`config.mk`:
```
export PLATFORM = sky130hd
export DESIGN_NAME = ntat_ctrl
export DESIGN_NICKNAME = d
export VERILOG_FILES = /design/src/ntat_pkg.sv /design/src/ntat_ctrl.sv
export SDC_FILE = /design/constraint.sdc
export NUM_CORES = 1
export LEC_CHECK = 0
export BUFFER_PORTS_ARGS = -buffer_cell sky130_fd_sc_hd__buf_4
export CAP_MARGIN = 20
export CORE_MARGIN = 2
export CORE_UTILIZATION = 45
export CTS_CLUSTER_DIAMETER = 120
export DETAILED_ROUTE_END_ITERATION = 6
export GPL_TIMING_DRIVEN = 0
export HOLD_SLACK_MARGIN = 0.1
export PLACE_DENSITY = 0.64
export SLEW_MARGIN = 20
export SYNTH_ARGS = -nofsm -noshare
export SYNTH_HDL_FRONTEND = slang
export SYNTH_SLANG_ARGS = --single-unit
```
`constraint.sdc`:
```
create_clock -name aclk -period 8.9 [get_ports aclk]
set_input_delay 1.78 -clock aclk [delete_from_list [all_inputs] [get_ports aclk]]
set_output_delay 1.78 -clock aclk [all_outputs]
set_load 0.02 [all_outputs]
```
`src/ntat_pkg.sv`:
```
// ============================================================================
// ntat_pkg
// Shared constants, codes and record types of the nearest-track association
// block with track expiry.
// ============================================================================
package ntat_pkg;

    // Table size and coordinate width
    localparam int MAX_TRACKS  = 32;
    localparam int COORD_BITS  = 24;
    localparam int SLOT_W      = (MAX_TRACKS > 1) ? $clog2(MAX_TRACKS) : 1;
    localparam int COUNT_W     = $clog2(MAX_TRACKS + 1);

    // Scan sequencing: one slot read per cycle, then the distance pipe drains
    localparam int FRAME_DONE  = MAX_TRACKS;
    localparam int CENT_DONE   = MAX_TRACKS + 3;
    localparam int SCAN_CNT_W  = $clog2(CENT_DONE + 1);

    // Datapath widths
    localparam int ID_W        = 32;
    localparam int TIME_W      = 32;
    localparam int RADIUS_W    = 16;
    localparam int HOLD_W      = 20;
    localparam int RSQ_W       = 2 * RADIUS_W;
    localparam int DIST_W      = RSQ_W + 1;
    localparam int DIFF_W      = COORD_BITS + 1;

    // Stream field widths and positions
    localparam int CMD_W       = 2;
    localparam int STATUS_W    = 3;
    localparam int COORD_IN_W  = 24;
    localparam int SLOT_OUT_W  = 5;
    localparam int COUNT_OUT_W = 6;
    localparam int IN_CMD_LSB  = 0;
    localparam int IN_NOW_LSB  = IN_CMD_LSB + CMD_W;
    localparam int IN_CX_LSB   = IN_NOW_LSB + TIME_W;
    localparam int IN_CY_LSB   = IN_CX_LSB + COORD_IN_W;
    localparam int IN_BITS     = IN_CY_LSB + COORD_IN_W;
    localparam int IN_TDATA_W  = ((IN_BITS + 7) / 8) * 8;
    localparam int OUT_STAT_LSB  = 0;
    localparam int OUT_ID_LSB    = OUT_STAT_LSB + STATUS_W;
    localparam int OUT_SLOT_LSB  = OUT_ID_LSB + ID_W;
    localparam int OUT_COUNT_LSB = OUT_SLOT_LSB + SLOT_OUT_W;
    localparam int OUT_BITS      = OUT_COUNT_LSB + COUNT_OUT_W;
    localparam int OUT_TDATA_W   = ((OUT_BITS + 7) / 8) * 8;
    localparam int OUT_PAD_W     = OUT_TDATA_W - OUT_BITS;
    localparam int IN_PAD_W      = IN_TDATA_W - IN_BITS;

    // Configuration port
    localparam int CFG_INDEX_W = 1;
    localparam int CFG_DATA_W  = HOLD_W;
    localparam int ASSOC_RESET = 800;
    localparam int HOLD_RESET  = 5000;
    localparam logic [RSQ_W-1:0] RSQ_RESET = RSQ_W'(ASSOC_RESET * ASSOC_RESET);

    // Input command codes
    typedef enum logic [CMD_W-1:0] {
        CMD_FRAME    = 2'd0,
        CMD_CENTROID = 2'd1,
        CMD_CLEAR    = 2'd2
    } cmd_e_t;

    // Result status codes
    typedef enum logic [STATUS_W-1:0] {
        ST_FRAME   = 3'd0,
        ST_UPDATED = 3'd1,
        ST_CREATED = 3'd2,
        ST_FULL    = 3'd3,
        ST_CLEARED = 3'd4
    } status_e_t;

    // Configuration register indexes
    typedef enum logic [CFG_INDEX_W-1:0] {
        CFG_ASSOC_DIST = 1'd0,
        CFG_HOLD       = 1'd1
    } cfg_e_t;

    // Sequencer states
    typedef enum logic [1:0] {
        SEQ_IDLE,
        SEQ_FRAME_SCAN,
        SEQ_CENT_SCAN,
        SEQ_FINISH
    } seq_e_t;

    // One track record as held in the track memory
    typedef struct packed {
        logic [ID_W-1:0]              id;
        logic signed [COORD_BITS-1:0] cx;
        logic signed [COORD_BITS-1:0] cy;
        logic [TIME_W-1:0]            expiry;
    } track_rec_t;

    // Memory write request
    typedef struct packed {
        logic              en;
        logic [SLOT_W-1:0] addr;
        track_rec_t        data;
    } mem_wr_t;

    // Slot read in flight, aligned with the memory read data
    typedef struct packed {
        logic              frame;
        logic              cent;
        logic              elig;
        logic [SLOT_W-1:0] slot;
    } scan_req_t;

    // Candidate from the distance pipeline
    typedef struct packed {
        logic              qual;
        logic [SLOT_W-1:0] slot;
        logic [ID_W-1:0]   id;
        logic [DIST_W-1:0] dsq;
    } dist_res_t;

endpackage

```
`src/ntat_ctrl.sv`:
```
// ============================================================================
// ntat_ctrl
// Sequencer of the track table: valid and matched bits, track count, slot
// scans, nearest-track selection, table update and the result register.
// ============================================================================
module ntat_ctrl import ntat_pkg::*; (
    input  logic                         aclk,
    input  logic                         aresetn,
    // Input items
    input  logic                         s_valid,
    output logic                         s_ready,
    input  logic [CMD_W-1:0]             in_cmd,
    input  logic [TIME_W-1:0]            in_now,
    input  logic signed [COORD_BITS-1:0] in_cx,
    input  logic signed [COORD_BITS-1:0] in_cy,
    // Result items
    output logic                         m_valid,
    input  logic                         m_ready,
    output logic [STATUS_W-1:0]          out_status,
    output logic [ID_W-1:0]              out_id,
    output logic [SLOT_W-1:0]            out_slot,
    output logic [COUNT_W-1:0]           out_count,
    // Configuration writes
    input  logic                         cfg_wr_en,
    input  logic [CFG_INDEX_W-1:0]       cfg_index,
    input  logic [CFG_DATA_W-1:0]        cfg_data,
    // Track memory
    output logic [SLOT_W-1:0]            mem_rd_addr,
    output mem_wr_t                      mem_wr,
    input  track_rec_t                   mem_rd_data,
    // Distance pipeline
    output scan_req_t                    scan_req,
    output logic signed [COORD_BITS-1:0] cent_x,
    output logic signed [COORD_BITS-1:0] cent_y,
    output logic [RADIUS_W-1:0]          radius,
    output logic [RSQ_W-1:0]             radius_sq,
    input  dist_res_t                    dist_res
);

    seq_e_t state_reg, state_next;

    logic [SCAN_CNT_W-1:0]        cnt_reg;
    logic [CMD_W-1:0]             op_reg;
    logic [TIME_W-1:0]            now_reg;
    logic signed [COORD_BITS-1:0] cx_reg, cy_reg;
    logic [TIME_W-1:0]            frame_exp_reg, frame_exp_next;
    logic [ID_W-1:0]              next_id_reg, next_id_next;
    logic [MAX_TRACKS-1:0]        valid_reg, valid_next;
    logic [MAX_TRACKS-1:0]        matched_reg, matched_next;
    logic [COUNT_W-1:0]           count_reg, count_next;
    logic [SLOT_W-1:0]            free_slot_reg, free_slot;
    logic                         full_reg;
    logic                         best_found_reg;
    logic [SLOT_W-1:0]            best_slot_reg;
    logic [ID_W-1:0]              best_id_reg;
    logic [DIST_W-1:0]            best_d_reg;
    logic [RADIUS_W-1:0]          assoc_reg;
    logic [HOLD_W-1:0]            hold_reg;
    logic [RSQ_W-1:0]             rsq_reg;
    logic [RSQ_W-1:0]             cfg_sq;
    scan_req_t                    scan_req_reg, scan_req_next;
    logic                         m_valid_reg;
    logic [STATUS_W-1:0]          out_status_reg, out_status_next;
    logic [ID_W-1:0]              out_id_reg, out_id_next;
    logic [SLOT_W-1:0]            out_slot_reg, out_slot_next;
    logic [COUNT_W-1:0]           out_count_reg;

    logic                  accept;
    logic                  out_free;
    logic                  issue_en;
    logic                  finish_fire;
    logic                  scan_active;
    logic                  drop;
    logic                  take_best;
    logic [SLOT_W-1:0]     scan_slot;
    logic [TIME_W:0]       exp_sum;

    assign accept    = s_valid && s_ready;
    assign out_free  = !m_valid_reg || m_ready;
    assign scan_slot = cnt_reg[SLOT_W-1:0];

    // Next state
    always_comb begin
        state_next = state_reg;
        case (state_reg)
            SEQ_IDLE: begin
                if (accept) begin
                    case (in_cmd)
                        CMD_FRAME:    state_next = SEQ_FRAME_SCAN;
                        CMD_CENTROID: state_next = SEQ_CENT_SCAN;
                        CMD_CLEAR:    state_next = SEQ_FINISH;
                        default:      state_next = SEQ_IDLE;
                    endcase
                end
            end
            SEQ_FRAME_SCAN: begin
                if (cnt_reg == SCAN_CNT_W'(FRAME_DONE)) begin
                    state_next = SEQ_FINISH;
                end
            end
            SEQ_CENT_SCAN: begin
                if (cnt_reg == SCAN_CNT_W'(CENT_DONE)) begin
                    state_next = SEQ_FINISH;
                end
            end
            SEQ_FINISH: begin
                if (out_free) begin
                    state_next = SEQ_IDLE;
                end
            end
            default: state_next = SEQ_IDLE;
        endcase
    end

    // State outputs
    always_comb begin
        s_ready     = 1'b0;
        scan_active = 1'b0;
        finish_fire = 1'b0;
        case (state_reg)
            SEQ_IDLE:       s_ready = 1'b1;
            SEQ_FRAME_SCAN: scan_active = 1'b1;
            SEQ_CENT_SCAN:  scan_active = 1'b1;
            SEQ_FINISH:     finish_fire = out_free;
            default:        s_ready = 1'b0;
        endcase
        issue_en = scan_active && (cnt_reg < SCAN_CNT_W'(MAX_TRACKS));
    end

    // Lowest free slot
    always_comb begin
        free_slot = '0;
        for (int i = MAX_TRACKS - 1; i >= 0; i--) begin
            if (!valid_reg[i]) begin
                free_slot = SLOT_W'(i);
            end
        end
    end

    // Slot read issue; eligibility is taken from the bit vectors at issue time.
    always_comb begin
        scan_req_next.frame = issue_en && (state_reg == SEQ_FRAME_SCAN);
        scan_req_next.cent  = issue_en && (state_reg == SEQ_CENT_SCAN);
        scan_req_next.slot  = scan_slot;
        if (state_reg == SEQ_FRAME_SCAN) begin
            scan_req_next.elig = valid_reg[scan_slot];
        end else begin
            scan_req_next.elig = valid_reg[scan_slot] && !matched_reg[scan_slot];
        end
    end

    // Expiry check of a frame scan, one slot per cycle
    assign drop = scan_req_reg.frame && scan_req_reg.elig && (mem_rd_data.expiry <= now_reg);

    // Nearest candidate; ties on distance go to the lower id.
    assign take_best = (state_reg == SEQ_CENT_SCAN) && dist_res.qual &&
                       (!best_found_reg || (dist_res.dsq < best_d_reg) ||
                        ((dist_res.dsq == best_d_reg) && (dist_res.id < best_id_reg)));

    // Saturated frame expiry
    assign exp_sum = {1'b0, in_now} + (TIME_W + 1)'(hold_reg);
    always_comb begin
        frame_exp_next = frame_exp_reg;
        if (accept && (in_cmd == CMD_FRAME)) begin
            frame_exp_next = exp_sum[TIME_W] ? '1 : exp_sum[TIME_W-1:0];
        end
    end

    // Table bits, count and id counter
    always_comb begin
        valid_next      = valid_reg;
        matched_next    = matched_reg;
        count_next      = count_reg;
        next_id_next    = next_id_reg;
        out_status_next = ST_FRAME;
        out_id_next     = '0;
        out_slot_next   = '0;
        if (accept && (in_cmd == CMD_FRAME)) begin
            matched_next = '0;
        end
        if (drop) begin
            valid_next[scan_req_reg.slot] = 1'b0;
            count_next                    = count_reg - COUNT_W'(1);
        end
        if (finish_fire) begin
            case (op_reg)
                CMD_CENTROID: begin
                    if (best_found_reg) begin
                        matched_next[best_slot_reg] = 1'b1;
                        out_status_next             = ST_UPDATED;
                        out_id_next                 = best_id_reg;
                        out_slot_next               = best_slot_reg;
                    end else if (full_reg) begin
                        out_status_next = ST_FULL;
                    end else begin
                        valid_next[free_slot_reg]   = 1'b1;
                        matched_next[free_slot_reg] = 1'b1;
                        count_next                  = count_reg + COUNT_W'(1);
                        next_id_next                = next_id_reg + ID_W'(1);
                        out_status_next             = ST_CREATED;
                        out_id_next                 = next_id_reg;
                        out_slot_next               = free_slot_reg;
                    end
                end
                CMD_CLEAR: begin
                    valid_next      = '0;
                    matched_next    = '0;
                    count_next      = '0;
                    next_id_next    = ID_W'(1);
                    out_status_next = ST_CLEARED;
                end
                default: out_status_next = ST_FRAME;
            endcase
        end
    end

    // Memory write for an updated or a created track
    always_comb begin
        mem_wr.en          = finish_fire && (op_reg == CMD_CENTROID) &&
                             (best_found_reg || !full_reg);
        mem_wr.addr        = best_found_reg ? best_slot_reg : free_slot_reg;
        mem_wr.data.id     = best_found_reg ? best_id_reg : next_id_reg;
        mem_wr.data.cx     = cx_reg;
        mem_wr.data.cy     = cy_reg;
        mem_wr.data.expiry = frame_exp_reg;
    end

    assign cfg_sq = {{RADIUS_W{1'b0}}, cfg_data[RADIUS_W-1:0]} *
                    {{RADIUS_W{1'b0}}, cfg_data[RADIUS_W-1:0]};

    // Control registers
    always_ff @(posedge aclk) begin
        if (!aresetn) begin
            state_reg          <= SEQ_IDLE;
            cnt_reg            <= '0;
            valid_reg          <= '0;
            matched_reg        <= '0;
            count_reg          <= '0;
            next_id_reg        <= ID_W'(1);
            frame_exp_reg      <= '0;
            best_found_reg     <= 1'b0;
            scan_req_reg       <= '0;
            m_valid_reg        <= 1'b0;
            assoc_reg          <= RADIUS_W'(ASSOC_RESET);
            hold_reg           <= HOLD_W'(HOLD_RESET);
            rsq_reg            <= RSQ_RESET;
        end else begin
            state_reg          <= state_next;
            cnt_reg            <= scan_active ? (cnt_reg + SCAN_CNT_W'(1)) : '0;
            valid_reg          <= valid_next;
            matched_reg        <= matched_next;
            count_reg          <= count_next;
            next_id_reg        <= next_id_next;
            frame_exp_reg      <= frame_exp_next;
            scan_req_reg       <= scan_req_next;
            if (accept) begin
                best_found_reg <= 1'b0;
            end else if (take_best) begin
                best_found_reg <= 1'b1;
            end
            if (finish_fire) begin
                m_valid_reg <= 1'b1;
            end else if (m_ready) begin
                m_valid_reg <= 1'b0;
            end
            // Configuration writes must arrive only while the block is idle; the block itself does not enforce this.
            if (cfg_wr_en) begin
                case (cfg_index)
                    CFG_ASSOC_DIST: begin
                        assoc_reg <= cfg_data[RADIUS_W-1:0];
                        rsq_reg   <= cfg_sq;
                    end
                    CFG_HOLD: hold_reg <= cfg_data[HOLD_W-1:0];
                    default:  hold_reg <= hold_reg;
                endcase
            end
        end
    end

    // Payload registers
    always_ff @(posedge aclk) begin
        if (accept) begin
            op_reg        <= in_cmd;
            now_reg       <= in_now;
            cx_reg        <= in_cx;
            cy_reg        <= in_cy;
            free_slot_reg <= free_slot;
            full_reg      <= &valid_reg;
        end
        if (take_best) begin
            best_slot_reg <= dist_res.slot;
            best_id_reg   <= dist_res.id;
            best_d_reg    <= dist_res.dsq;
        end
        if (finish_fire) begin
            out_status_reg <= out_status_next;
            out_id_reg     <= out_id_next;
            out_slot_reg   <= out_slot_next;
            out_count_reg  <= count_next;
        end
    end

    assign mem_rd_addr = scan_slot;
    assign scan_req    = scan_req_reg;
    assign cent_x      = cx_reg;
    assign cent_y      = cy_reg;
    assign radius      = assoc_reg;
    assign radius_sq   = rsq_reg;
    assign m_valid     = m_valid_reg;
    assign out_status  = out_status_reg;
    assign out_id      = out_id_reg;
    assign out_slot    = out_slot_reg;
    assign out_count   = out_count_reg;

endmodule

```
### Word level (Yosys, flattened, before mapping)

Cells that the tools add are included.

| cells by class | value |
|---|---|
| $add $sub $neg | 5 |
| multipliers | 1 |
| magnitude comparators | 11 |
| equality and inequality tests | 16 |
| multiplexer cells | 81 |
| bitwise gates (word level) | 7 |
| reduce and logical (&&, ||, !) cells | 40 |

Operators with widths:

| cell | number |
|---|---|
| 32-bit two-way mux | 14 |
| 32-bit case mux with 2 select lines | 3 |
| 32-bit bitwise OR | 3 |
| 5-bit two-way mux | 19 |
| 32-bit by 20-bit adder with 33-bit output | 1 |
| 33-bit equality test | 1 |
| 33-bit < comparator | 1 |
| 32-bit by 1-bit adder with 32-bit output (second input constant) | 1 |
| 32-bit AND | 1 |
| 32-bit less-or-equal comparator | 1 |
| 32-bit < comparator | 1 |
| 16-bit by 16-bit multiplier with 32-bit output | 1 |
| 4-bit two-way mux | 8 |
| 32-bit inverter | 1 |
| 32-bit AND reduction | 1 |
| 5-bit by 6-bit < comparator with 1-bit output (second input constant) | 4 |
| 6-bit two-way mux | 4 |
| 1-bit logical AND | 16 |
| 16-bit AND reduction | 1 |
| 1-bit demux with 5-bit select | 3 |
| 5-bit by 1-bit >= comparator with 1-bit output (second input constant) | 3 |
| 2-bit two-way mux | 7 |
| 1-bit two-way mux | 13 |
| 6-bit by 1-bit adder with 6-bit output (second input constant) | 2 |
| other kinds (21) | 51 |

| storage, ports and cells | value |
|---|---|
| flip-flop bits (word level) | 424 |
| output and inout bits | 275 |

### Depth between registers and ports, before layout

Gate-level depths: netlist (run 1).

| logic depth | value |
|---|---|
| depth after elaboration | 31 |
| mapped depth | 25 |
| mapped depth without buffers | 23 |

### Worst setup path before layout (run 1)

Ideal clock, no wire load.

| timing | value |
|---|---|
| kind | in2reg |
| from | input cfg_data[6] |
| to | register rsq_reg[29] (netlist: radius_sq[29]) |
| data arrival time | 7.416 ns |
| required time | 8.768 ns |
| slack | 1.351 ns |
| stages | 23 |
| cell sequence | clkbuf_1 > clkbuf_1 > nand2_1 > fa_1 > inv_1 > fa_1 > inv_1 > fa_1 > inv_1 > fa_1 > fa_1 > inv_1 > fa_1 > inv_1 > ha_1 > nand3_1 > a2111oi_0 > a211o_1 > a221oi_4 > o211ai_2 > a31oi_2 > mux2i_1 > a21oi_1 |

| between the ends | value |
|---|---|
| word-level cells in the longest chain between the ends | 1 |

Ends and longest elaborated chain:

| what | RTL line | source |
|---|---|---|
| from (decl) | ntat_ctrl.sv:26 | `input logic [CFG_DATA_W-1:0] cfg_data,` |
| 16-bit by 16-bit multiplier with 32-bit output | ntat_ctrl.sv:228 | `assign cfg_sq = {{RADIUS_W{1'b0}}, cfg_data[RADIUS_W-1:0]} *` |
| to (signal assigned) | ntat_ctrl.sv:271 | `rsq_reg <= cfg_sq;` |
| to (decl) | ntat_ctrl.sv:59 | `logic [RSQ_W-1:0] rsq_reg;` |

No other way between the ends.
A chain may end at the register's enable or synchronous reset.

### Worst setup path in the final report (run 1)

| timing | value |
|---|---|
| from | input cfg_data[9] |
| to | register rsq_reg[28] (netlist: radius_sq[28]) |

The elaborated chain is that of the path after synthesis.

==> results of run 1 <==
-- final cells by class --
cell class | count | area (um2) | share of cell area, %
tap | 782 | 978 | 2.87
timing repair buffer | 485 | 3690 | 10.9
clock buffer | 68 | 1390 | 4.08
buffer | 157 | 821 | 2.41
inverter | 414 | 1550 | 4.57
antenna | 5 | 12.5 | 0.0368
clock inverter | 23 | 260 | 0.765
sequential | 422 | 10500 | 30.8
multi-input combinational | 1884 | 14800 | 43.6
-- layout by cell type, fill, tap and decap left out, types with 34 or more instances in the layout --
master     netlist  routed
ha_1           229     229
nand3_1         48      48
fa_1           167     167
buf_4           55     537
nand2_1        329     329
edfxtp_1       204     204
a21o_1          39      39
and2_1          60      59
clkbuf_1        81      93
dfxtp_1        218     218
a21oi_1        244     244
o21ai_0        126     126
o21ai_1         34      34
nor2_1         141     141
clkbuf_16        0      51
nor3_1          39      35
xnor2_1         68      68
inv_1          410     409
nand4_1         37      37
-- power groups by stage --
stage               Combinational, mW  Clock [mW]  Sequential [mW]
global route                     5.99        2.18             2.53
CTS                              5.37        2.11             2.50
global placement                 5.22           0             2.57
floorplan                        3.64           0             2.65
detailed placement               5.31           0             2.54
finish                           5.37        2.08             2.50
-- layer usage --
| layer | vias up | global-route usage [%] |
|---|---|---|
| met2 | 919 | 47.5 |
| met4 | 0 | 10.3 |
| met1 | 11200 | 34.8 |
| li1 | 10800 | - |
| met3 | 157 | 4.87 |
| met5 | - | 0 |
-- final timing paths --
| path | end | slack (ns) | start | cells after the start |
|---|---|---|---|---|
| min | radius_sq[13]$_SDFFE_PN0P_ | 0.45 | radius_sq[13]$_SDFFE_PN0P_ | 2 |
| min reg2reg | radius_sq[13]$_SDFFE_PN0P_ | 0.45 | radius_sq[13]$_SDFFE_PN0P_ | 2 |
| max | radius_sq[28]$_SDFFE_PN0P_ | 0.37 | cfg_data[9] | 24 |
| max reg2reg | best_d_reg[14]$_DFFE_PP_ | 5.34 | state_reg[0]$_SDFFE_PN0P_ | 10 |
-- tightest hold or removal path: cells and delay by family, from the launching register on --
kind             cells  cell delay, ns
AND/OR/NAND/NOR      1            0.05
flip-flops           1            0.31
AO/OA/AOI/OAI        1            0.05
-- per-stage QoR --
| step | util, % | TNS [ns] |
|---|---|---|
| 3_5_place_dp | 53.4 | -0.302 |
| 6_report | 56.2 | 0 |
| 5_1_grt | 56.2 | 0 |
| 4_1_cts | 56.2 | 0 |
| 3_3_place_gp | 53.3 | -0.144 |
| 2_1_floorplan | - | 0 |
-- logic make-up after synthesis --
| family | after synthesis | share of synthesized area (%) |
|---|---|---|
| flip-flops | 422 | 37.9 |
| adder cells (fa/ha/maj) | 396 | 22.4 |
| buffers and inverters | 571 | 8.58 |
| other | 1 | 0.0136 |
| multiplexers | 28 | 1.92 |
| XOR/XNOR | 90 | 2.85 |
| AO/OA/AOI/OAI | 605 | 13.2 |
| AND/OR/NAND/NOR | 764 | 13.0 |
==> summary.txt, run 1 <==
Floorplanning
  • I/O Pins: ~570
  • Die area: roughly 0.063 mm2
  • Area of the core: roughly 0.061 mm2
  • Die width: 252 um
  • Vert. Die Dim: 252 um
  • Effective utilization at floorplan: between 40% and 50%
  • Row Count: 90

Finish
  • Nets: 4,100
  • Final Non-Filler Cells: roughly 4.2k
  • Cell area after layout: ~0.034 mm2
  • Filler Cells Inserted: 5,470
  • Max reg flops: 33
  • Layout cell share with drive strength beyond 1: 19.9%
  • Area growth syn-to-layout: 23.0%

STA
  • Fin crit share: roughly 96%
  • RSZ-0062 raised after global routing: false
  • Slew Limit Fails: 0
  • Clock Skew: between 0.01 and 0.015 ns
  • Final setup margin: between 0.3 and 0.4 ns
  • Slew @ Worst Pin: approximately 0.96 ns
  • Smallest hold slack: approximately 0.45 ns
  • Max-slew headroom: 36.3%
  • Fmax: 117 MHz
  • Final worst path period need: around 8.5 ns
  • Final Hold Fails: 0
  • Final setup violating endpoints: 0

Power
  • Logic pwr share: 54.0%
  • Power per cell area: 292 mW/mm2
  • Clock power frac: a little over a fifth
  • P_leak: between 15 and 20 nW
  • Sequential fraction of design power: roughly a quarter
  • Power Total: approximately 10 mW
  • Pint: between 5 and 6 mW
  • Maximum VDD drop: 0.000338 V
  • Net Switching: 4.22 mW
  • Switching portion of total power: between 40% and 50%

Global routing
  • Vias in the first global route: about 23k
  • Initial antenna violation count: 5
  • GR Util All Layers: between 20 and 30%
  • First-pass GRT wire length: between 100,000 and 150,000 um
  • Pin count of the biggest net entering global routing: 54
  • GR Overflow Total: 0

Routing
  • Pre-antenna DRT Iters: 5
  • Via density: approximately 5.4
  • Routed length on met3: approximately 6400 um
  • First DRT Iteration DRCs: around 1.6k
  • Routed vias: about 23k
  • M1 WL: ~36,000 um
  • Final wirelength: ~89,000 um
  • DRT antenna net count: 0
  • Avg WL per Cell: 20.9 um
  • WL met2: roughly 43,000 um
  • Drt drc: 0
  • Highest routed layer: met4

Synth
  • Top post-synthesis cells by count: 410 x inv_1, 329 x nand2_1, 244 x a21oi_1
  • Ys async rst share: 0%
  • Post-Syn Instances: 2,877
  • Leading area contributor after synthesis: edfxtp_1
  • Netlist Area Pre-Place: ~0.028 mm2
  • Sequential area share after synthesis: approximately 38%
  • Library cells used by synthesis: just over 80
  • Top cell type's share of synthesized area: between 20 and 25%
  • Top FF cell, synth: dfxtp_1
  • Synth area leaders: edfxtp_1 22%, dfxtp_1 16%, fa_1 12%, ha_1 10%, inv_1 5.6%
  • YS warnings: 0
  • Syn Nets: between 3k and 4k
  • Synth Register Bits: between 400 and 500
  • Number of flops mapped to enable cells by yosys: 204
  • Syn avg cell area: 9.62 um2
  • Most frequent cell after synthesis: inv_1

Clock tree
  • Reg clk slew, reported paths: around 0.07 ns
  • Hold buffer count at cts: 0
  • Post-CTS Resized: 0
  • CTS Buffer Depth: 3
  • Num CTS Buffers: between 40 and 50
  • Root buf cell: clkbuf_16
  • Postcts setup bufs: 0
  • Sink Count: about 420
  • Clock latency on the worst-skew pair: around 0.60 ns
  • Clock tree from TritonCTS: built
  • CTS H-tree depth: 2

Critical path
  • Crit path launch type: input port
  • Worst endpoint required time: roughly 9.4 ns
  • CP max FO: 10
  • CP peak stage delay: 0.70 ns
  • CP arrival: approximately 9.0 ns
  • Delay-heaviest family, CP: adder cells
  • Slowest-stage cell, CP: clkbuf_1
  • Worst path cell trace: buf_4 > clkbuf_1 > clkbuf_1 > nand2_1 > fa_1 > fa_1 > inv_1 > fa_1 > inv_1 > fa_1 > inv_1 > fa_1 > inv_1 > fa_1 > inv_1 > ha_1 > nand2_1 > a21oi_1 > a2111o_1 > o221ai_1 > o221ai_1 > a31oi_1 > mux2i_1 > nand3_1
  • WP buf/inv: 8
  • Kind of critical path: in2reg
  • Worst setup EP type: flop
  • Most numerous cell on the critical path: fa_1

Hold path
  • Hold crit path type: reg2reg

Placement
  • Cell count after placement: just over 4k
  • I/O Buffers: around 480
  • Hpwl dp: 71,100 um
  • Placement-stage cell area: roughly 0.032 mm2
  • GP Congestion: about 0.95
  • Worst slack, placed: -0.138 ns

Run status
  • Status: finished clean

Flow run
  • Max-cap violations: 0
(Power assumes the default switching activity.)
==> inputs of run 2 (changes only) <==
--- a/config.mk
+++ b/config.mk
@@ -5,6 +5,7 @@
 export SDC_FILE = /design/constraint.sdc
 export NUM_CORES = 1
 export LEC_CHECK = 0
+export ABC_AREA = 1
 export BUFFER_PORTS_ARGS = -buffer_cell sky130_fd_sc_hd__buf_4
 export CAP_MARGIN = 20
 export CORE_MARGIN = 2
@@ -13,7 +14,8 @@
 export DETAILED_ROUTE_END_ITERATION = 6
 export GPL_TIMING_DRIVEN = 0
 export HOLD_SLACK_MARGIN = 0.1
-export PLACE_DENSITY = 0.64
+export MAX_ROUTING_LAYER = met4
+export PLACE_DENSITY = 0.63
 export SLEW_MARGIN = 20
 export SYNTH_ARGS = -nofsm -noshare
 export SYNTH_HDL_FRONTEND = slang
==> run 2 against run 1 <==
  * Sequential power decreased by 2%
  * Cell count increased by 8.9%
  * Design area increased by 1.2%
  * Non-clock buffer count decreased by 3
  * Highest routed layer unchanged
  * Clock-buffer cell count decreased by 12
  * Worst hold slack improved by 0.0099 ns
  * Die area increased by 0.71%
  * First-iteration DRC count increased by 3.7%
  * Combinational power about the same
==> summary.txt, run 2 <==
Global routing
  • Vias in the first global route: 22.8k (-1.2%)
  • GR Overflow Total: 0 (unchanged)
  • Initial antenna violation count: 1 (-4)
  • GR Util All Layers: 27.4% (-0.23 points)
  • First-pass GRT wire length: 131,000 um (-2.2%)
  • Pin count of the biggest net entering global routing: 77 (+43%)

Hold path
  • HP Start: radius[1]$_SDFFE_PN0P_
  • Hold crit path type: reg2reg

Clock tree
  • Num CTS Buffers: 50 (+2.0%)
  • Reg clk slew, reported paths: 0.06 ns (about the same)
  • Hold buffer count at cts: 0 (unchanged)
  • Clock latency on the worst-skew pair: 0.61 ns (about the same)
  • Clock tree from TritonCTS: built
  • Root buf cell: clkbuf_16
  • CTS Buffer Depth: 3 (unchanged)
  • CTS H-tree depth: 2 (unchanged)
  • Postcts setup bufs: 0 (unchanged)
  • Post-CTS Resized: 0 (unchanged)
  • Sink Count: 422 (unchanged)

Placement
  • GP Congestion: 0.966 (+1.3%)
  • Hpwl dp: 69,400 um (-2.4%)
  • I/O Buffers: 475 (-1.5%)

Routing
  • Routed vias: 23.9k (+3.5%)
  • Final wirelength: 86,200 um (-2.7%)
  • First DRT Iteration DRCs: 1,688 (+3.7%)
  • Avg WL per Cell: 18.7 um (-11%)
  • Drt drc: 0 (unchanged)
  • DRT antenna net count: 0 (unchanged)
  • Via density: 5.17 (-4.9%)
  • Pre-antenna DRT Iters: 6 (+1)

Floorplanning
  • Area of the core: 0.0615 mm2 (+1.5%)
  • Effective utilization at floorplan: 45.3% (-0.35 points)
  • Row Count: 91 (+1.1%)
  • I/O Pins: 566 (unchanged)
  • Die area: 0.0639 mm2 (+0.71%)
  • Vert. Die Dim: 253 um (+0.35%)
  • Die width: 253 um (+0.35%)

Synth
  • Top FF cell, synth: dfxtp_1
  • Leading area contributor after synthesis: edfxtp_1
  • Post-Syn Instances: 3,251 (+13%)
  • YS warnings: 0 (unchanged)
  • Most frequent cell after synthesis: inv_1
  • Ys async rst share: 0% (unchanged)
  • Synth Register Bits: 422 (unchanged)
  • Top post-synthesis cells by count: 624 x inv_1, 593 x nand2_1, 256 x a21oi_1
  • Syn avg cell area: 8.57 um2 (-11%)
  • Top cell type's share of synthesized area: 22.0% (-0.16 points)
  • Sequential area share after synthesis: 37.6% (-0.27 points)
  • Synth area leaders: edfxtp_1 22%, dfxtp_1 16%, fa_1 12%, ha_1 10%, inv_1 8.4%
  • Library cells used by synthesis: 57 (-31%)
  • Netlist Area Pre-Place: 0.0279 mm2 (+0.72%)
  • Number of flops mapped to enable cells by yosys: 204 (unchanged)
  • Syn Nets: 3,938 (+10%)

Finish
  • Most common cell after layout, fill and taps aside: inv_1
  • Nets: 4,471 (+9.0%)
  • Area growth syn-to-layout: 23.5%
  • Max reg flops: 33 (unchanged)
  • Layout cell share with drive strength beyond 1: 17.2% (-2.7 points)
  • Commonest non-fill, non-tap cells in the layout: 622 x inv_1, 593 x nand2_1, 532 x buf_4

Critical path
  • Worst setup EP type: flop
  • Crit. Startpoint: cfg_data[9]
  • RR Startpoint: best_id_reg[1]$_DFFE_PP_
  • Delay-heaviest family, CP: adder cells
  • Crit path launch type: input port
  • Most numerous cell on the critical path: nand2_1
  • Kind of critical path: in2reg
  • CP peak stage delay: 0.53 ns (-0.17 ns)
  • Slowest-stage cell, CP: fa_1
  • CP max FO: 10 (unchanged)
  • WP buf/inv: 9 (+1)
  • Worst endpoint required time: 9.42 ns (+0.03 ns)
  • CP arrival: 8.71 ns (-0.31 ns)

STA
  • Final Hold Fails: 0 (unchanged)
  • Fin crit share: 92.1% (-3.8 points)
  • RSZ-0062 raised after global routing: false
  • Slew @ Worst Pin: 1.03 ns (+0.0745 ns)
  • Post-Route Setup TNS: 0 ns (unchanged)
  • Smallest hold slack: 0.464 ns (+0.00991 ns)
  • Final worst path period need: 8.19 ns (-0.338 ns)
  • Slew Limit Fails: 0 (unchanged)
  • Final setup violating endpoints: 0 (unchanged)
  • Fmax: 122 MHz (+4.1%)
  • Clock Skew: 0.0243 ns (+0.0108 ns)
  • Max-slew headroom: 31.3% (-5.0 points)

Power
  • Maximum VDD drop: 0.000409 V (+21%)
  • Power per cell area: 293 mW/mm2 (about the same)
  • P_leak: 16.4 nW (+8.8%)

Flow run
  • Max-cap violations: 0 (unchanged)

Run status
  • Status: finished clean
run 2: changes by cell type in the layout (fill, tap and decap cells not counted), moves of 32 or more:
cell	change
inv_1	+213
a22oi_1	-32
xnor2_1	-51
nor2_1	+45
a21o_1	-37
o21ai_0	+122
and2_1	-59
nand2_1	+264
run 2: per-layer routing:
layer	vias up	routed length, um	GRT usage (%)
li1	11600	-	-
met1	11400	36900	36.0
met2	791	41600	45.0
met3	127	5540	3.47
met4	0	2230	6.98
met5	-	0	-
run 2: final cells by class:
type	count	area (um2)
Inverter	630	2370
Timing Repair Buffer	481	3720
Buffer	158	808
Sequential cell	422	10500
Multi-Input combinational cell	2041	14200
Fill cell	5783	27100
Clock buffer	56	1290
Clock inverter	38	532
Antenna cell	1	2.50
Tap cell	790	988
run 2: report_power, final:
| group | internal [mW] | switching [mW] | total [mW] |
|---|---|---|---|
| logic | 1.98 | 3.37 | 5.35 |
| clock network | 1.40 | 0.880 | 2.28 |
| registers | 2.31 | 0.133 | 2.44 |
run 2: kinds of logic (layout without fill, tap and decap cells):
group / after synthesis / after routing / synth area share, %
multiplexers: 1 / 1 / 0.0404
buffers and inverters: 788 / 1363 / 11.4
flip-flops: 422 / 422 / 37.6
adder cells (fa/ha/maj): 396 / 396 / 22.3
other: 1 / 2 / 0.0135
AO/OA/AOI/OAI: 642 / 642 / 12.9
XOR/XNOR: 55 / 55 / 1.73
AND/OR/NAND/NOR: 946 / 946 / 14.0
run 2: final timing paths:
check	to	slack [ns]	cells after the start
max	radius_sq[28]$_SDFFE_PN0P_	0.71	30
min	radius[1]$_SDFFE_PN0P_	0.46	2
min reg2reg	radius[1]$_SDFFE_PN0P_	0.46	2
max reg2reg	best_d_reg[7]$_DFFE_PP_	5.51	15
run 2: worst min-delay path: cells and delay by family, from the launching register on:
family             cells  cell delay [ns]
AOI/OAI and AO/OA      1             0.05
and+or+nand+nor        1             0.06
DFF                    1             0.31
run 2: metrics by stage:
stage	util, %	total power [mW]	worst slack [ns]	instance area [um2]	instances
floorplan	-	6.10	1.40	27900	3251
global placement	52.7	7.81	-0.142	32400	4516
detailed placement	53.0	7.83	0.0776	32600	4522
CTS	56.0	10.2	0.667	34400	4616
global route	56.0	10.8	0.218	34400	4617
finish	56.0	10.1	0.706	34400	4617
==> inputs of run 3 (changes only) <==
--- a/config.mk
+++ b/config.mk
@@ -8,6 +8,7 @@
 export ABC_AREA = 1
 export BUFFER_PORTS_ARGS = -buffer_cell sky130_fd_sc_hd__buf_4
 export CAP_MARGIN = 20
+export CORE_ASPECT_RATIO = 1.75
 export CORE_MARGIN = 2
 export CORE_UTILIZATION = 45
 export CTS_CLUSTER_DIAMETER = 120
==> run 3 against run 2 <==
  * Sequential power about the same
  * Via count about the same
  * Fmax decreased by 1.6%
  * Worst hold slack improved by 0.0054 ns
  * Non-clock buffer count increased by 1
  * Register-to-register slack got worse by 0.12 ns
  * Critical path depth decreased by 1
  * Global-route usage increased by 0.72 points
  * Sequential share of layout area increased by 0.29 points
  * Flip-flop and latch count unchanged
  * Largest power group unchanged
==> summary.txt, run 3 (same netlist as run 2, synthesis figures left out) <==
Run status
  • Status: finished clean

Global routing
  • First-pass GRT wire length: 133,000 um (+1.2%)
  • Vias in the first global route: 24.1k (+6.1%)
  • GR Util All Layers: 28.1% (+0.72 points)
  • Pin count of the biggest net entering global routing: 49 (-36%)
  • GR Overflow Total: 0 (unchanged)
  • Initial antenna violation count: 2 (+1)

Floorplanning
  • I/O Pins: 566 (unchanged)
  • Die width: 192 um (-24%)
  • Die area: 0.0640 mm2 (+0.12%)
  • Area of the core: 0.0613 mm2 (-0.37%)
  • Row Count: 120 (+32%)
  • Effective utilization at floorplan: 45.5% (+0.17 points)
  • Vert. Die Dim: 333 um (+32%)

Clock tree
  • Num CTS Buffers: 44 (-12%)
  • CTS H-tree depth: 2 (unchanged)
  • Sink Count: 422 (unchanged)
  • CTS Buffer Depth: 3 (unchanged)
  • Post-CTS Resized: 0 (unchanged)
  • Clock latency on the worst-skew pair: 0.61 ns (about the same)
  • Reg clk slew, reported paths: 0.07 ns (about the same)
  • Hold buffer count at cts: 0 (unchanged)
  • Postcts setup bufs: 0 (unchanged)
  • Clock tree from TritonCTS: built
  • Root buf cell: clkbuf_16

STA
  • RSZ-0062 raised after global routing: false
  • Post-Route Setup TNS: 0 ns (unchanged)
  • Max-slew headroom: 27.3% (-4.0 points)
  • Final worst path period need: 8.33 ns (+0.135 ns)
  • Slew @ Worst Pin: 1.08 ns (+0.0528 ns)
  • Final Hold Fails: 0 (unchanged)
  • Fin crit share: 93.6% (+1.5 points)
  • Slew Limit Fails: 0 (unchanged)
  • Clock Skew: 0.0260 ns (+0.00164 ns)
  • Final setup violating endpoints: 0 (unchanged)
  • Fmax: 120 MHz (-1.6%)

Power
  • Net Switching: 4.21 mW (-3.9%)
  • Logic pwr share: 54.1% (+1.0 points)
  • Clock power frac: 20.4% (-2.3 points)
  • Pint: 5.37 mW (-5.6%)
  • Sequential fraction of design power: 25.5% (+1.2 points)
  • Switching portion of total power: 43.9% (+0.43 points)
  • Maximum VDD drop: 0.000328 V (-20%)
  • P_leak: 16.3 nW (-0.90%)
  • Power per cell area: 281 mW/mm2 (-4.0%)

Routing
  • Via density: 5.17 (about the same)
  • First DRT Iteration DRCs: 1,089 (-35%)
  • DRT antenna net count: 0 (unchanged)
  • Avg WL per Cell: 19.2 um (+3.1%)
  • Routed vias: 23.8k (-0.071%)
  • Drt drc: 0 (unchanged)
  • Final wirelength: 88,700 um (+2.9%)
  • Pre-antenna DRT Iters: 6 (unchanged)

Critical path
  • Worst setup EP type: flop
  • R2R depth: 13 (-2)
  • Reg2reg end: best_id_reg[26]$_DFFE_PP_
  • CP peak stage delay: 0.59 ns (+0.06 ns)
  • Kind of critical path: in2reg
  • CP max FO: 10 (unchanged)
  • Slowest-stage cell, CP: buf_1
  • RR Startpoint: best_d_reg[2]$_DFFE_PP_
  • Worst endpoint required time: 9.38 ns (-0.04 ns)
  • CP arrival: 8.81 ns (+0.10 ns)
  • Flop2flop setup slack: 5.39 ns (-0.12 ns)
  • Crit path launch type: input port

Hold path
  • HP Start: radius_sq[2]$_SDFFE_PN0P_
  • Hold crit path type: reg2reg
  • Worst Hold Depth: 2 (unchanged)
  • Hold EP: radius_sq[2]$_SDFFE_PN0P_

Finish
  • Area growth syn-to-layout: 22.4%
  • Final Non-Filler Cells: 4,610 (-0.15%)
  • Flip-flop and latch area: 0.0105 mm2 (unchanged)
  • Layout cell share with drive strength beyond 1: 17.1% (-0.13 points)
  • Max reg flops: 33 (unchanged)
  • Nets: 4,466 (-0.11%)
  • Filler Cells Inserted: 5,743 (-0.69%)
  • Most common cell after layout, fill and taps aside: inv_1
  • Commonest non-fill, non-tap cells in the layout: 622 x inv_1, 593 x nand2_1, 533 x buf_4
  • Multi-input logic area: 0.0142 mm2 (about the same)
  • Final Util: 55.7% (-0.32 points)

Placement
  • Cell count after placement: 4,526 (+0.088%)
  • Hpwl dp: 72,300 um (+4.2%)
  • GP Congestion: 0.962 (-0.36%)
  • I/O Buffers: 475 (unchanged)

Flow run
  • Max-cap violations: 0 (unchanged)
==> run 3: cell types whose count changed in the layout (fill, tap and decap cells not counted), sizes merged <==
cell	delta
buf	+1
clkbuf	-3
clkinv	+3
diode	+1
clkinvlp	-1
bufinv	-8
inv	-3
==> run 3: how the worst max path moves through the flow <==
stage / startpoint / end / cells after the start
finish: cfg_data[9] / radius_sq[28]$_SDFFE_PN0P_ / 29
global route: cfg_data[9] / radius_sq[28]$_SDFFE_PN0P_ / 29
CTS: cfg_data[9] / radius_sq[28]$_SDFFE_PN0P_ / 30
detailed placement: cfg_data[9] / radius_sq[28]$_SDFFE_PN0P_ / 29
global placement: dist_res[2] / best_d_reg[29]$_DFFE_PP_ / 12
floorplan: cfg_data[9] / radius_sq[28]$_SDFFE_PN0P_ / 28
==> run 3: per-stage QoR <==
step / area [um2] / power (mW) / setup WS [ns] / hold slack [ns]
3_5_place_dp: 32600 / 7.67 / -0.0385 / 0.450
2_1_floorplan: 27900 / 6.10 / 1.40 / 0.440
5_1_grt: 34100 / 10.4 / 0.160 / 0.503
6_report: 34100 / 9.58 / 0.571 / 0.469
4_1_cts: 34100 / 9.66 / 0.607 / 0.469
3_3_place_gp: 32400 / 7.60 / -0.348 / 0.454
==> run 3: routing by layer <==
layer | routed length [um] | track usage (%) | vias to the layer above
met3 | 5480 | 4.70 | 253
met1 | 30000 | 27.1 | 11200
met5 | 0 | - | -
li1 | - | - | 11600
met4 | 5440 | 15.2 | 0
met2 | 47800 | 52.4 | 819
==> run 3: worst max-delay path, delay by kind of cell <==
family          cells  cell delay (ns)
compound gates      7             1.49
fa+ha+maj           7             3.37
simple gates        6             0.61
buf+inv             9             1.54
==> run 3: layout make-up <==
class                   instances  area share (%)
well taps                     793            2.91
flip-flops and latches        422            30.8
clock inverters                29           0.851
multi-input cells            2041            41.7
inverters                     630            6.95
repair buffers                482            10.9
clock buffers                  53            3.54
plain buffers                 158            2.37
diodes                          2          0.0147
==> run 3: power groups by stage <==
stage	Sequential (mW)	Clock, mW	Combinational [mW]
floorplan	2.61	0	3.48
global placement	2.50	0	5.10
detailed placement	2.48	0	5.18
CTS	2.44	2.00	5.22
global route	2.47	2.05	5.84
finish	2.44	1.95	5.19
